## config.mk

```make
export PLATFORM = sky130hd
export DESIGN_NAME = tgq_ram
export DESIGN_NICKNAME = d
export VERILOG_FILES = /design/src/design/tgq_ram.sv
export SDC_FILE = /design/constraint.sdc
export NUM_CORES = 1
export LEC_CHECK = 0
export BUFFER_PORTS_ARGS = -buffer_cell sky130_fd_sc_hd__buf_2
export CAP_MARGIN = 20
export CORE_MARGIN = 2
export CORE_UTILIZATION = 28
export CTS_BUF_LIST = sky130_fd_sc_hd__clkbuf_8
export DETAILED_ROUTE_END_ITERATION = 7
export PLACE_DENSITY = 0.51
export SLEW_MARGIN = 20
export SYNTH_ARGS = -nofsm -noshare
export SYNTH_HDL_FRONTEND = slang
export SYNTH_SLANG_ARGS = --single-unit
export TNS_END_PERCENT = 10
```

## constraint.sdc

```tcl
create_clock -name i_clk -period 4.7 [get_ports i_clk]
set_clock_uncertainty 0.1 [all_clocks]
set_input_delay 0.235 -clock i_clk [delete_from_list [all_inputs] [get_ports i_clk]]
set_output_delay 0.235 -clock i_clk [all_outputs]
set_load 0.01 [all_outputs]
```

## src/design/tgq_ram.sv

```systemverilog
module tgq_ram #(
    parameter int WIDTH = 8,
    parameter int DEPTH = 16,
    localparam int AW = (DEPTH > 1) ? $clog2(DEPTH) : 1
) (
    input  logic             i_clk,
    input  logic             i_we,
    input  logic [AW-1:0]    i_waddr,
    input  logic [WIDTH-1:0] i_wdata,
    input  logic [AW-1:0]    i_raddr,
    output logic [WIDTH-1:0] o_rdata
);

    logic [WIDTH-1:0] r_mem [DEPTH];
    logic [WIDTH-1:0] r_rdata;

    always_ff @(posedge i_clk) begin
        if (i_we) begin
            r_mem[i_waddr] <= i_wdata;
        end
        r_rdata <= r_mem[i_raddr];
    end

    assign o_rdata = r_rdata;

endmodule

```

Word level (Yosys, flattened, before mapping)
Memory sizes are Yosys's and may differ from the RTL's. A register that Yosys moved wholly into a read port is not among the register bits. Cells that the tools add are included.

Flip-flop bits (word level): 0. Latch bits: 0. Bits in writable memories: 128. ROM bits: 0. Bits of input ports: 18. Output and inout port bits: 8. Logic and storage cells: 3. Memories: 1.

Add/sub/neg operators: 0. Multipliers: 0. Divide/modulo/power cells: 0. Order comparisons: 0. Eq/ne operators: 0. Shifts and indexed selects: 0. Mux-type cells: 2. Bitwise operators: 0. Reduce and logical (&&, ||, !) cells: 0.

Memories: r_mem (depth 16, width 8, rd ports 1, clocked after memory_dff 1, write ports 1, line 14) `logic [WIDTH-1:0] r_mem [DEPTH];`.

Operators with widths (number): $mux 1 (2).

Logic depth before layout (Yosys ltp)
Depth in word-level cells: 2. Depth in mapped cells: 5. Mapped depth without buffers: 3.

Worst setup path before layout
No wires, ideal clock.

Path type: input to register. From: input port i_waddr[2]. To: memory r_mem[0][0] (enable). Library setup time: 0.383 ns. Arrival: 1.345 ns. Required time: 4.217 ns. Slack: 2.872 ns. Stages: 2. Path through: or3b_2 nor3_1.

RTL lines: start, declared (line 8) `input logic [AW-1:0] i_waddr,`; end, declared (line 14).

No word-level cell before the write port.

Worst setup path after layout
From: input port i_waddr[2]. To: memory r_mem[0][7] (enable).

No word-level cell before the write port.

==> impl_metrics.env <==
export IMPL_run_status="finished, final reports clean"
export IMPL_post_route_cell_area_sq_um=5951
export IMPL_grt_setup_unrepaired="no"
export IMPL_worst_skew_pair_late_latency_ns=0.43
export IMPL_max_cap_violations=0
export IMPL_path_delay_family="simple AND/OR/NAND/NOR gates"
export IMPL_initial_core_util=0.2856
export IMPL_ys_warn_count=0
export IMPL_synth_top_area_share=0.7467
export IMPL_postSynthRegisterBits=136
export IMPL_gpl_final_weighted_congestion=0.8067
export IMPL_synthDistinctLibCells=19
export IMPL_core_area_sq_um=18020
export IMPL_synth_top_cells_by_area="edfxtp_1, mux4_2, mux4_1"
export IMPL_worstPathCellList="buf_2, or3b_2, nor3_1, buf_4"
export IMPL_drt_total_wl_um=10530
export IMPL_rows=49
export IMPL_io_buffers=25
export IMPL_drcViolationCount=0
export IMPL_nFillCells=1724
export IMPL_grt_use_total=0.1149
export IMPL_most_common_cell_in_the_synthesized_netlist="edfxtp_1"
export IMPL_sequential_cell_area_sq_um=4004
export IMPL_area_growth_pct=15.61
export IMPL_wl_per_cell_um=20.68
export IMPL_timing_hold_ws_ns=0.08414
export IMPL_crit_buf_inv=2
export IMPL_cp_slowest_cell="nor3_1"
export IMPL_postSynth_asyncResetShare=0
export IMPL_cts_tree="done"
export IMPL_io_pins=26
export IMPL_worst_path_max_fanout=5
export IMPL_drv_slew=0
export IMPL_pin_count_of_the_biggest_net_entering_global_routing=33
export IMPL_fin_nets=285
export IMPL_setup_tns_ns=0
export IMPL_grt_pass1_vias=2526
export IMPL_synth_seq_area_share=0.7778
export IMPL_synthesis_instances=229
export IMPL_drt_vias_per_instance=4.621
export IMPL_ff2ff_path_depth=3
export IMPL_detailed_place_area_sq_um=5503
export IMPL_critPathLaunchType="primary input"
export IMPL_cts_hold_buf=0
export IMPL_first_iter_violations=155
export IMPL_timing_fmax_ghz=0.5874
export IMPL_floorplan_die_area_sq_um=19480
export IMPL_report_final_hold_viol_count=0
export IMPL_multi_input_comb_area_sq_um=1060
export IMPL_firstDrtPassIters=5
export IMPL_timing_critical_path_arrival_ns=1.75
export IMPL_cts_repair_timing_setup_buffer_count=0
export IMPL_final_period_utilization=0.3622
export IMPL_grt_pass1_wl_um=15770
export IMPL_power_per_cell_area_nw_per_um2=426.7
export IMPL_layout_drive_gt1_share=0.2786
export IMPL_postSynth_topFlopCell="edfxtp_1"
export IMPL_die_y_um=139.6
export IMPL_timing_slew_headroom=0.2946
export IMPL_grt_antenna_before_repair=0
export IMPL_number_of_enable_flip_flop_cells_after_synthesis=128
export IMPL_syn_area_per_cell_sq_um=22.48
export IMPL_critical_path_max_stage_delay_ns=0.61
export IMPL_worst_setup_end_kind="register"
export IMPL_p_leak_nw=1.938
export IMPL_routed_via_count=2352
export IMPL_finalSetupViolations=0
export IMPL_synth_top_cells_by_count="edfxtp_1, mux4_2, a22oi_1, mux4_1, nor2_1"
export IMPL_synth_area_leader_cell="edfxtp_1"
export IMPL_detailedPlacementHpwl_um=6685
export IMPL_sinks_on_the_clock_net=136
export IMPL_worstSetupPathDepth=4
export IMPL_mappedNetlistArea_sq_um=5147
export IMPL_horizontal_die_dimension_um=139.6
export IMPL_clock_tree_buffer_depth=2
export IMPL_post_cts_resized=0
export IMPL_cts_root_buffer_cell="clkbuf_8"
export IMPL_cts_htree_levels=4
export IMPL_worstHoldPathCells=1
export IMPL_clk_pin_slew_ns=0.07
export IMPL_diodes=0
export IMPL_worst_pin_slew_ns=1.054
export IMPL_synth_fp_nets=247
export IMPL_timing_critical_path_required_ns=4.75
export IMPL_gr_total_overflow=0
export IMPL_period_minus_slack_ns=1.702
export IMPL_hold_path_class="primary input to register"
export IMPL_cts_buf_count=17
export IMPL_path_class="primary input to register"
export IMPL_vdd_ir_drop_max_mv=0.1952
export IMPL_antenna_left=0
[final timing paths]
kind / to / slack (ns) / from
max: r_mem[0][7]$_DFFE_PP_ / 3.00 / i_waddr[2]
min: r_mem[14][7]$_DFFE_PP_ / 0.08 / i_wdata[7]
min reg2reg: o_rdata[1]$_DFF_P_ / 0.57 / r_mem[15][1]$_DFFE_PP_
max reg2reg: o_rdata[2]$_DFF_P_ / 3.24 / r_mem[5][2]$_DFFE_PP_
[cell type report]
cell class / instances / share of cell area
clock inverters: 15 / 0.03511
flip-flops and latches: 136 / 0.6728
well taps: 229 / 0.04815
clock buffers: 17 / 0.03932
multi-input cells: 83 / 0.1781
repair buffers: 29 / 0.02649
[layer usage]
layer / GRT usage / part of all wire / vias up
met4: 0.03158 / 0.0071 / 0
met3: 0.04129 / 0.049 / 6
met2: 0.1785 / 0.49 / 60
met5: 0 / 0 / -
li1: - / - / 1050
met1: 0.1539 / 0.45 / 1236
[flip-flops by register name, indices dropped and copies added, names as in the netlist]
| name | count |
|---|---|
| o_rdata | 8 |
| r_mem | 128 |
[stage by stage]
step	worst slack [ns]	std cells	util	total power, mW
floorplan	2.872	229	-	1.460
global placement	2.284	477	0.3053	1.515
detailed placement	2.286	477	0.3053	1.518
CTS	2.760	509	0.3299	2.572
global route	2.995	509	0.3301	2.627
finish	2.998	509	0.3301	2.539
[report_power, final]
group	internal [mW]	total, mW	switching (mW)
combinational	0.0490	0.122	0.0728
clock	0.624	1.05	0.429
sequential	1.35	1.36	0.0102
total	2.03	2.54	0.512
[cells in the final DEF, fill, tap and decap left out, drive strengths merged]
master / n
a22oi: 16
and2: 1
and2b: 1
buf: 29
bufinv: 5
clkbuf: 17
clkinv: 7
clkinvlp: 2
dfxtp: 8
edfxtp: 128
inv: 1
mux4: 32
nand2: 9
nand2b: 2
nand3: 1
nand3b: 2
nor2: 13
nor2b: 1
nor3: 4
or3b: 1
[worst register-to-register path, stage by stage (launching register included)]
cell      delay (ns)
edfxtp_1        0.36
mux4_1          0.56
a22oi_1         0.24
nand2_1         0.08
[logic make-up (layout without fill, tap and decap cells)]
group,Yosys count,count (layout),share of synthesized area
flops,136,136,0.7778
compound gates,16,16,0.02334
buf+inv,10,61,0.01677
simple gates,35,35,0.03184
mux,32,32,0.1502
No activity file was read; power rests on OpenSTA's default activity.
